`config.mk`:
```
export PLATFORM = sky130hd
export DESIGN_NAME = actuator_delay_feedback_alarm
export DESIGN_NICKNAME = d
export VERILOG_FILES = /design/src/hdl/adfa_pkg.sv /design/src/hdl/adfa_cfg_regs.sv /design/src/hdl/adfa_core.sv /design/src/hdl/actuator_delay_feedback_alarm.sv
export SDC_FILE = /design/constraint.sdc
export NUM_CORES = 1
export LEC_CHECK = 0
export BUFFER_PORTS_ARGS = -buffer_cell sky130_fd_sc_hd__buf_2
export CAP_MARGIN = 20
export CORE_MARGIN = 8
export CORE_UTILIZATION = 45
export DETAILED_ROUTE_END_ITERATION = 6
export GPL_TIMING_DRIVEN = 0
export PLACE_DENSITY = 0.67
export SYNTH_ARGS = -nofsm -noshare
export SYNTH_HDL_FRONTEND = slang
export SYNTH_HIERARCHICAL = 1
export SYNTH_SLANG_ARGS = --single-unit
```
`constraint.sdc`:
```
create_clock -name clk -period 4.7 [get_ports clk]
set_clock_uncertainty 0.15 [all_clocks]
set_input_delay 0.235 -clock clk [delete_from_list [all_inputs] [get_ports clk]]
set_output_delay 0.235 -clock clk [all_outputs]
set_load 0.01 [all_outputs]
```
`src/hdl/adfa_pkg.sv`:
```
// ----------------------------------------------------------------------------
// adfa_pkg
// Shared types and codes for the actuator delay timer with feedback alarm.
// ----------------------------------------------------------------------------
package adfa_pkg;

    localparam int TIMER_W  = 32;
    localparam int CYCLE_W  = 24;
    localparam int FBTYPE_W = 8;
    localparam int CFG_IDX_W  = 8;
    localparam int CFG_DATA_W = 32;

    // configuration register indexes
    localparam logic [CFG_IDX_W-1:0] REG_ON_DELAY    = 8'd0;
    localparam logic [CFG_IDX_W-1:0] REG_OFF_DELAY   = 8'd1;
    localparam logic [CFG_IDX_W-1:0] REG_ALARM_DELAY = 8'd2;
    localparam logic [CFG_IDX_W-1:0] REG_FB_TYPE     = 8'd3;

    // feedback type codes
    localparam logic [FBTYPE_W-1:0] FB_NONE        = 8'd0;
    localparam logic [FBTYPE_W-1:0] FB_OFF         = 8'd1;
    localparam logic [FBTYPE_W-1:0] FB_OFF_WHEN_OFF = 8'd2;
    localparam logic [FBTYPE_W-1:0] FB_ON          = 8'd3;

    typedef struct packed {
        logic [TIMER_W-1:0]  on_delay_us;
        logic [TIMER_W-1:0]  off_delay_us;
        logic [TIMER_W-1:0]  alarm_delay_us;
        logic [FBTYPE_W-1:0] feedback_type;
    } adfa_cfg_t;

    typedef struct packed {
        logic               command_on;
        logic               feedback_bit;
        logic [CYCLE_W-1:0] cycle_time_us;
    } adfa_item_t;

    typedef struct packed {
        logic drive_out;
        logic alarm_flag;
        logic rise_pulse;
        logic fall_pulse;
        logic feedback_on_state;
    } adfa_result_t;

endpackage

```
`src/hdl/adfa_cfg_regs.sv`:
```
// ----------------------------------------------------------------------------
// adfa_cfg_regs
// Configuration register file: delays and feedback type, written by index.
// ----------------------------------------------------------------------------
module adfa_cfg_regs (
    input  logic                              clk,
    input  logic                              rst_n,
    input  logic                              wr_en,
    input  logic [adfa_pkg::CFG_IDX_W-1:0]    wr_index,
    input  logic [adfa_pkg::CFG_DATA_W-1:0]   wr_data,
    output adfa_pkg::adfa_cfg_t               cfg
);

    adfa_pkg::adfa_cfg_t cfg_reg;

    always_ff @(posedge clk or negedge rst_n)
    begin
        if (!rst_n)
        begin
            cfg_reg <= '0;
        end
        else if (wr_en)
        begin
            case (wr_index)
                adfa_pkg::REG_ON_DELAY:    cfg_reg.on_delay_us    <= wr_data;
                adfa_pkg::REG_OFF_DELAY:   cfg_reg.off_delay_us   <= wr_data;
                adfa_pkg::REG_ALARM_DELAY: cfg_reg.alarm_delay_us <= wr_data;
                adfa_pkg::REG_FB_TYPE:
                    cfg_reg.feedback_type <= wr_data[adfa_pkg::FBTYPE_W-1:0];
                default: ;  // drop writes beyond the register list
            endcase
        end
    end

    assign cfg = cfg_reg;

endmodule

```
`src/hdl/adfa_core.sv`:
```
// ----------------------------------------------------------------------------
// adfa_core
// Timer state and single-pass update for one control cycle.
// ----------------------------------------------------------------------------
module adfa_core (
    input  logic                 clk,
    input  logic                 rst_n,
    input  logic                 step,
    input  adfa_pkg::adfa_item_t item,
    input  adfa_pkg::adfa_cfg_t  cfg,
    output adfa_pkg::adfa_result_t result
);

    localparam int TW = adfa_pkg::TIMER_W;

    logic          drive_reg, drive_next;
    logic          alarm_reg, alarm_next;
    logic          rise_reg,  rise_next;
    logic          fall_reg,  fall_next;
    logic [TW-1:0] delay_timer_reg, delay_timer_next;
    logic [TW-1:0] alarm_timer_reg, alarm_timer_next;

    logic          fon;
    logic [TW:0]   delay_sum;
    logic [TW:0]   alarm_sum;
    logic [TW-1:0] delay_sat;
    logic [TW-1:0] alarm_sat;

    always_comb
    begin
        case (cfg.feedback_type)
            adfa_pkg::FB_NONE:         fon = item.command_on;
            adfa_pkg::FB_OFF:          fon = ~item.feedback_bit ^ drive_reg;
            adfa_pkg::FB_OFF_WHEN_OFF: fon = ~item.feedback_bit & ~drive_reg;
            adfa_pkg::FB_ON:           fon = item.feedback_bit ^ drive_reg;
            default:                   fon = ~item.command_on;
        endcase
    end

    // saturating adds of the cycle time onto both timers
    assign delay_sum = {1'b0, delay_timer_reg} + {{(TW + 1 - adfa_pkg::CYCLE_W){1'b0}},
                                                  item.cycle_time_us};
    assign alarm_sum = {1'b0, alarm_timer_reg} + {{(TW + 1 - adfa_pkg::CYCLE_W){1'b0}},
                                                  item.cycle_time_us};
    assign delay_sat = delay_sum[TW] ? {TW{1'b1}} : delay_sum[TW-1:0];
    assign alarm_sat = alarm_sum[TW] ? {TW{1'b1}} : alarm_sum[TW-1:0];

    always_comb
    begin
        alarm_next       = 1'b0;
        alarm_timer_next = '0;
        if (fon != item.command_on)
        begin
            alarm_next       = alarm_reg | (alarm_timer_reg > cfg.alarm_delay_us);
            alarm_timer_next = alarm_sat;
        end

        drive_next       = drive_reg;
        rise_next        = rise_reg;
        fall_next        = fall_reg;
        delay_timer_next = delay_timer_reg;
        if (!item.command_on && drive_reg)
        begin
            if (delay_timer_reg >= cfg.off_delay_us)
            begin
                drive_next = 1'b0;
                fall_next  = 1'b1;
            end
            else
            begin
                delay_timer_next = delay_sat;
            end
        end
        else if (item.command_on && !drive_reg)
        begin
            // advance first, then compare the new count
            delay_timer_next = delay_sat;
            if (delay_sat >= cfg.on_delay_us)
            begin
                drive_next = 1'b1;
                rise_next  = 1'b1;
            end
        end
        else
        begin
            drive_next       = item.command_on;
            rise_next        = 1'b0;
            fall_next        = 1'b0;
            delay_timer_next = '0;
        end
    end

    always_ff @(posedge clk or negedge rst_n)
    begin
        if (!rst_n)
        begin
            drive_reg       <= 1'b0;
            alarm_reg       <= 1'b0;
            rise_reg        <= 1'b0;
            fall_reg        <= 1'b0;
            delay_timer_reg <= '0;
            alarm_timer_reg <= '0;
        end
        else if (step)
        begin
            drive_reg       <= drive_next;
            alarm_reg       <= alarm_next;
            rise_reg        <= rise_next;
            fall_reg        <= fall_next;
            delay_timer_reg <= delay_timer_next;
            alarm_timer_reg <= alarm_timer_next;
        end
    end

    always_comb
    begin
        result.drive_out         = drive_next;
        result.alarm_flag        = alarm_next;
        result.rise_pulse        = rise_next;
        result.fall_pulse        = fall_next;
        result.feedback_on_state = fon;
    end

endmodule

```
`src/hdl/actuator_delay_feedback_alarm.sv`:
```
// ----------------------------------------------------------------------------
// actuator_delay_feedback_alarm
// On/off delay timer for an actuator drive with a feedback disagreement alarm.
//
// Each input transfer is one control cycle (command, feedback, cycle time).
// Each one yields exactly one result transfer with drive, alarm, pulses and
// the feedback-derived on-state. The cfg channel writes delays and feedback
// type by index; cfg_ready is always high and writes beyond index 3 are
// dropped. Write configuration only while no transfer is in flight.
// The input item is registered, the update of the timer state sits between the
// input register and the result register, and out_valid rises once the result
// register is loaded. One transfer per cycle while the receiver does not stall;
// a stalled result register holds up the update of the timer state.
// Reset clears all timers, flags and configuration and empties the pipe.
// When the receiver stalls the result register holds, the input register
// holds the next item, and in_ready falls once both are full.
// ----------------------------------------------------------------------------
module actuator_delay_feedback_alarm (
    input  logic                            clk,
    input  logic                            rst_n,

    input  logic                            cfg_valid,
    output logic                            cfg_ready,
    input  logic [adfa_pkg::CFG_IDX_W-1:0]  cfg_index,
    input  logic [adfa_pkg::CFG_DATA_W-1:0] cfg_data,

    input  logic                            in_valid,
    output logic                            in_ready,
    input  logic                            command_on,
    input  logic                            feedback_bit,
    input  logic [adfa_pkg::CYCLE_W-1:0]    cycle_time_us,

    output logic                            out_valid,
    input  logic                            out_ready,
    output logic                            drive_out,
    output logic                            alarm_flag,
    output logic                            rise_pulse,
    output logic                            fall_pulse,
    output logic                            feedback_on_state
);

    adfa_pkg::adfa_cfg_t    cfg;
    adfa_pkg::adfa_item_t   item_reg;
    adfa_pkg::adfa_result_t result;
    adfa_pkg::adfa_result_t result_reg;
    logic                   in_vld_reg;
    logic                   out_vld_reg;
    logic                   step;
    logic                   in_xfer;

    assign cfg_ready = 1'b1;

    adfa_cfg_regs u_cfg (
        .clk      (clk),
        .rst_n    (rst_n),
        .wr_en    (cfg_valid),
        .wr_index (cfg_index),
        .wr_data  (cfg_data),
        .cfg      (cfg)
    );

    // advance the state when an item is held and the result register is free or being drained
    assign step     = in_vld_reg && (!out_vld_reg || out_ready);
    assign in_ready = !in_vld_reg || step;
    assign in_xfer  = in_valid && in_ready;

    adfa_core u_core (
        .clk    (clk),
        .rst_n  (rst_n),
        .step   (step),
        .item   (item_reg),
        .cfg    (cfg),
        .result (result)
    );

    always_ff @(posedge clk or negedge rst_n)
    begin
        if (!rst_n)
        begin
            in_vld_reg  <= 1'b0;
            out_vld_reg <= 1'b0;
        end
        else
        begin
            if (in_xfer)
            begin
                in_vld_reg <= 1'b1;
            end
            else if (step)
            begin
                in_vld_reg <= 1'b0;
            end

            if (step)
            begin
                out_vld_reg <= 1'b1;
            end
            else if (out_ready)
            begin
                out_vld_reg <= 1'b0;
            end
        end
    end

    always_ff @(posedge clk)
    begin
        if (in_xfer)
        begin
            item_reg.command_on    <= command_on;
            item_reg.feedback_bit  <= feedback_bit;
            item_reg.cycle_time_us <= cycle_time_us;
        end
        if (step)
        begin
            result_reg <= result;
        end
    end

    assign out_valid         = out_vld_reg;
    assign drive_out         = result_reg.drive_out;
    assign alarm_flag        = result_reg.alarm_flag;
    assign rise_pulse        = result_reg.rise_pulse;
    assign fall_pulse        = result_reg.fall_pulse;
    assign feedback_on_state = result_reg.feedback_on_state;

endmodule

```
; Word-level counts from Yosys, hierarchy flattened
; Cells that the tools add are included.
[classes]
magnitude_cmp = 3
n_reduce_logical = 19
n_bitwise = 7
mux = 22
n_addsub = 2
n_eq_ne = 8
[ops]
columns = operator, n
row1 = $mux 32, 6
row2 = $add 32x24->33, 2
row3 = $ge 32x32->1, 2
row4 = $eq 8x2->1 const B, 4
row5 = $gt 32x32->1, 1
row6 = $eq 8x1->1 const B, 2
row7 = $logic_not 8->1, 2
row8 = $mux 1, 15
row9 = $reduce_and 2->1, 5
row10 = $logic_and 1x1->1, 4
row11 = $logic_not 1->1, 4
row12 = $pmux 1 s4, 1
row13 = $reduce_bool 2->1, 2
row14 = $not 1->1, 3
row15 = $logic_or 1x1->1, 2
row16 = $ne 2x2->1 const B, 1
row17 = $xor 1x1->1, 2
row18 = $and 1x1->1, 1
row19 = $ne 1x1->1, 1
row20 = $or 1x1->1, 1
[word_totals]
word_cells = 81
regBits = 205

; Longest topological paths before layout
[depth]
depth_word = 6
ltp_mapped = 20

; By module
; The synthesis kept the hierarchy.
[by_module_without_submodules]
columns = module, cells_each, instances, area_each_um2
row1 = adfa_core, 1007, 1, 8202.9
row2 = adfa_cfg_regs, 225, 1, 3955.0
row3 = actuator_delay_feedback_alarm, 41, 1, 1046.0

; Worst setup path after synthesis
; No wires, ideal clock.
[synth_path]
path_type = register to register
from = register item_reg[0] (netlist name)
to = register result_reg, in the netlist drive_out (data pin)
arrival_time_ns = 4.597
stages_incl_launch_ff = 21
setup_slack_ns = -0.298
setup_ns = 0.251
t_required_ns = 4.299
cell_sequence = edfxtp_1 > ha_1 > fa_1 > a211oi_1 > o21ai_0 > o31ai_1 > o31a_2 > a21oi_2 > nand3_1 > buf_2 > nand2_1 > ha_1 > a21o_1 > a21o_1 > a221o_1 > a221oi_1 > nand2_1 > a21o_1 > a22oi_1 > a21oi_1 > buf_4
[synth_between]
elab_chain_len = 6
[synth_lines]
columns = element, line
row1 = start: declaration, actuator_delay_feedback_alarm.sv:43  ; adfa_pkg::adfa_item_t item_reg;
row2 = $add 32x24->33, adfa_core.sv:41  ; assign delay_sum = {1'b0, delay_timer_reg} + {{(TW + 1 - adfa_pkg::CYCLE_W){1'b0}},
row3 = $mux 32, adfa_core.sv:45  ; assign delay_sat = delay_sum[TW] ? {TW{1'b1}} : delay_sum[TW-1:0];
row4 = $ge 32x32->1, adfa_core.sv:78  ; if (delay_sat >= cfg.on_delay_us)
row5 = $mux 1, adfa_core.sv:78
row6 = $mux 1, adfa_core.sv:74  ; else if (item.command_on && !drive_reg)
row7 = $mux 1, adfa_core.sv:62  ; if (!item.command_on && drive_reg)
row8 = via u_core.drive_next, adfa_core.sv:16  ; logic drive_reg, drive_next;
row9 = end signal: assignment, actuator_delay_feedback_alarm.sv:115  ; result_reg <= result;
row10 = end: declaration, actuator_delay_feedback_alarm.sv:45  ; adfa_pkg::adfa_result_t result_reg;
; The timed path passes the listed nets, and every way through them passes these cells.
; A chain may end at the register's enable or synchronous reset.

==> results_dict.tcl <==
set metrics [dict create \
    rsz0062_at_grt "true" \
    drive_gt1_share_pct 20.9 \
    grt_max_degree 120 \
    crit_fanout 6 \
    largest_reg_flops 104 \
    fin_ws_ps -183 \
    power.density_mw_per_mm2 533 \
    dpl_cell_area_sq_mm 0.0141 \
    critical_path_arrival_ps 4990 \
    period_needed_ps 4880 \
    async_flop_share_pct 84.9 \
    synthCells 1273 \
    slew_headroom_pct 43.0 \
    rr_endpoint "rise_pulse" \
    cts-htree-levels 1 \
    cts_root_buffer "clkbuf_16" \
    io_pins 79 \
    r2r_cells 20 \
    crit_type "register to register" \
    wl_per_cell_um 19.7 \
    antenna_left 0 \
    synth-edff-count 31 \
    p_seq_share_pct 27.5 \
    critPathBufInv 2 \
    worst_setup_path_end_kind "register" \
    ys.flop_type "dfrtp_1" \
    dp.cells 1736 \
    crit_slowest_cell "edfxtp_1" \
    postLayoutCoreUtil_pct 55.5 \
    first_global_vias 10804 \
    path_depth 20 \
    yosysSeqAreaShare_pct 40.0 \
    grt_pass1_wl_mm 58.5 \
    status "complete, but fails checks" \
    hold_viol 0 \
    synth-seq-cells 205 \
    yosysWarnings 6 \
    ir_worst_vdd_mv 0.304 \
    worst_slew_pin_slew_ps 855 \
    cts_buffers 25 \
    tns_ps -439 \
    crit_family "compound AO/OA/AOI/OAI gates" \
    cts_tree "done" \
    initial_core_util_pct 45.9 \
    die_h_um 187 \
    rows 62 \
    comb_power_share_pct 48.5 \
    power.leakage_nw 7.51 \
    drv_slew 0 \
    pwr-share-clk_pct 24.0 \
    hold_ws_ps 69.4 \
    syn_nets 1490 \
    hp-class "input port to async pin" \
    post-route-period-util_pct 104 \
    crit_start "item_reg[0]" \
    nets 1669 \
    first_pass_iters 6 \
    internal-power_w 0.00518 \
    numPortBuffers 77 \
    final_cell_mix "174 x dfrtp_1, 139 x ha_1, 123 x inv_1, 94 x mux2_2, 87 x a21oi_1" \
    clock_sinks 205 \
    finalInstanceArea_sq_mm 0.0160 \
    syn2layout_area_growth_pct 21.0 \
    routed_wl_mm 36.5 \
    insertion_delay_ps 530 \
    path_clk_slew_ps 60 \
    cp-start-kind "register" \
    reg2reg_slack_ps -180 \
    dp_hpwl_mm 27.3 \
    cpMostUsedCell "a21o_1" \
    grt.total_usage_pct 20.6 \
    vias_per_cell 5.66 \
    overflow 0 \
    clk_path_buf_depth 3 \
    crit_chain "ha_4 > fa_2 > a211oi_2 > o21ai_2 > o31ai_4 > o31a_4 > buf_8 > o21ai_4 > xnor2_1 > nand2_1 > ha_2 > a21o_1 > a21o_1 > a221o_1 > a221oi_4 > buf_6 > nand2_2 > a21o_1 > a22oi_2 > a21oi_2" \
    switching_share_pct 39.1 \
    r2r-start "item_reg[0]" \
    max_freq_mhz 205 \
    drc_errors 0 \
    die_x_um 187 \
    num_vias 10486 \
    violations "setup timing" \
    synth_area_sq_mm 0.0132 \
    antenna_found_initial 1 \
    diodes 0 \
    first_iter_violations 761 \
    gp_congestion 0.919 \
    dieArea_sq_mm 0.0351 \
    cp_slowest_stage_delay_ps 470 \
    fin_cells 1852 \
    mostFrequentLayoutCell "dfrtp_1" \
    max_cap_violations 0 \
    setup_violations 4 \
    core_sq_mm 0.0288 \
    syn_avg_cell_area_sq_um 10.4 \
    synth_cell_types 83 \
    crit_required_ps 4800 \
    worstSetupEndpoint "rise_pulse" \
    power_switching_w 0.00333 \
]
==> stage by stage <==
step                      total power (W)  worst slack [ps]
final                             0.00852              -183
after global placement            0.00597             -1410
after detailed placement          0.00608             -1440
after global routing              0.00911              -307
after floorplan                   0.00510              2.72
after CTS                         0.00843              -133
==> how the worst min path moves through the flow <==
stage                           startpoint             to  slack, ps  cells past startpoint
final                                rst_n   u_cfg/cfg[7]         70                      2
after global routing                 rst_n  u_cfg/cfg[75]        110                      2
after CTS                            rst_n   u_cfg/cfg[6]         80                      2
after detailed placement             rst_n   u_cfg/cfg[6]         40                      1
after global placement    cycle_time_us[1]    item_reg[1]        260                      1
after floorplan                      rst_n     in_vld_reg       -210                      0
==> cells in the mapped netlist (7+ instances only) <==
cell type / instances / area share [%]
a211oi_1: 15 / 0.85
xor2_1: 16 / 1.1
o22ai_1: 7 / 0.33
o2bb2ai_1: 19 / 1.3
mux2_1: 13 / 1.1
a31oi_1: 11 / 0.52
nor2_1: 52 / 1.5
nand4_1: 19 / 0.90
nand2b_1: 19 / 0.90
buf_2: 9 / 0.34
nor2b_1: 11 / 0.52
buf_6: 8 / 0.68
edfxtp_1: 31 / 7.1
inv_1: 123 / 3.5
o21ai_0: 46 / 1.7
buf_4: 9 / 0.51
o21bai_1: 7 / 0.40
xnor2_1: 26 / 1.7
a311oi_1: 7 / 0.46
o211ai_1: 9 / 0.51
o21a_1: 8 / 0.45
nor3_1: 10 / 0.38
ha_1: 144 / 14
a21o_1: 52 / 3.0
mux2_2: 94 / 8.0
a22o_1: 23 / 1.5
a21oi_1: 93 / 3.5
nand2_1: 74 / 2.1
and3_1: 10 / 0.47
and4_1: 8 / 0.53
clkbuf_1: 17 / 0.48
nand3_1: 17 / 0.64
dfrtp_1: 174 / 33
==> layer usage <==
metal	up-vias	share of wire, %	GRT usage (%)
met3	51	5.3	3.15
met1	5132	46	27.9
met2	275	47	33.8
met4	2	2.2	5.56
met5	-	0.036	0
li1	5026	-	-
==> power by group through the flow <==
stage	Combinational (W)	Clock, W	Sequential (W)
finish	0.00413	0.00204	0.00235
global route	0.00457	0.00216	0.00238
CTS	0.00401	0.00208	0.00234
detailed placement	0.00371	0	0.00237
global placement	0.00361	0	0.00236
floorplan	0.00281	0	0.00228
==> cell type report <==
type                    count  area, sq um
multi-input cells         901         7440
repair buffers            158         1190
well taps                 384          480
plain buffers              38          262
clock buffers              31          678
flip-flops and latches    205         5290
fillers                  2456        12800
inverters                 123          462
clock inverters            12          183
==> cells by family after synthesis <==
group                      count (synthesis)  synth area share [%]
AOI/OAI and AO/OA                        355                  18.6
and+or+nand+nor                          250                  9.90
DFF                                      205                  40.0
buffers and inverters                    167                  5.54
adders and majority gates                146                  13.9
muxes                                    107                  9.13
xor gates and xnor gates                  42                  2.79
other                                      1                0.0284
==> what timing repair did <==
item                                    in CTS  in global routing
buffers inserted                            14                  3
hold endpoints to repair                   187                  0
hold buffers                                62                  0
pin swaps                                   27                  4
endpoints found under the setup margin       4                  4
gates resized for setup                     42                  8
(Power assumes the default switching activity.)
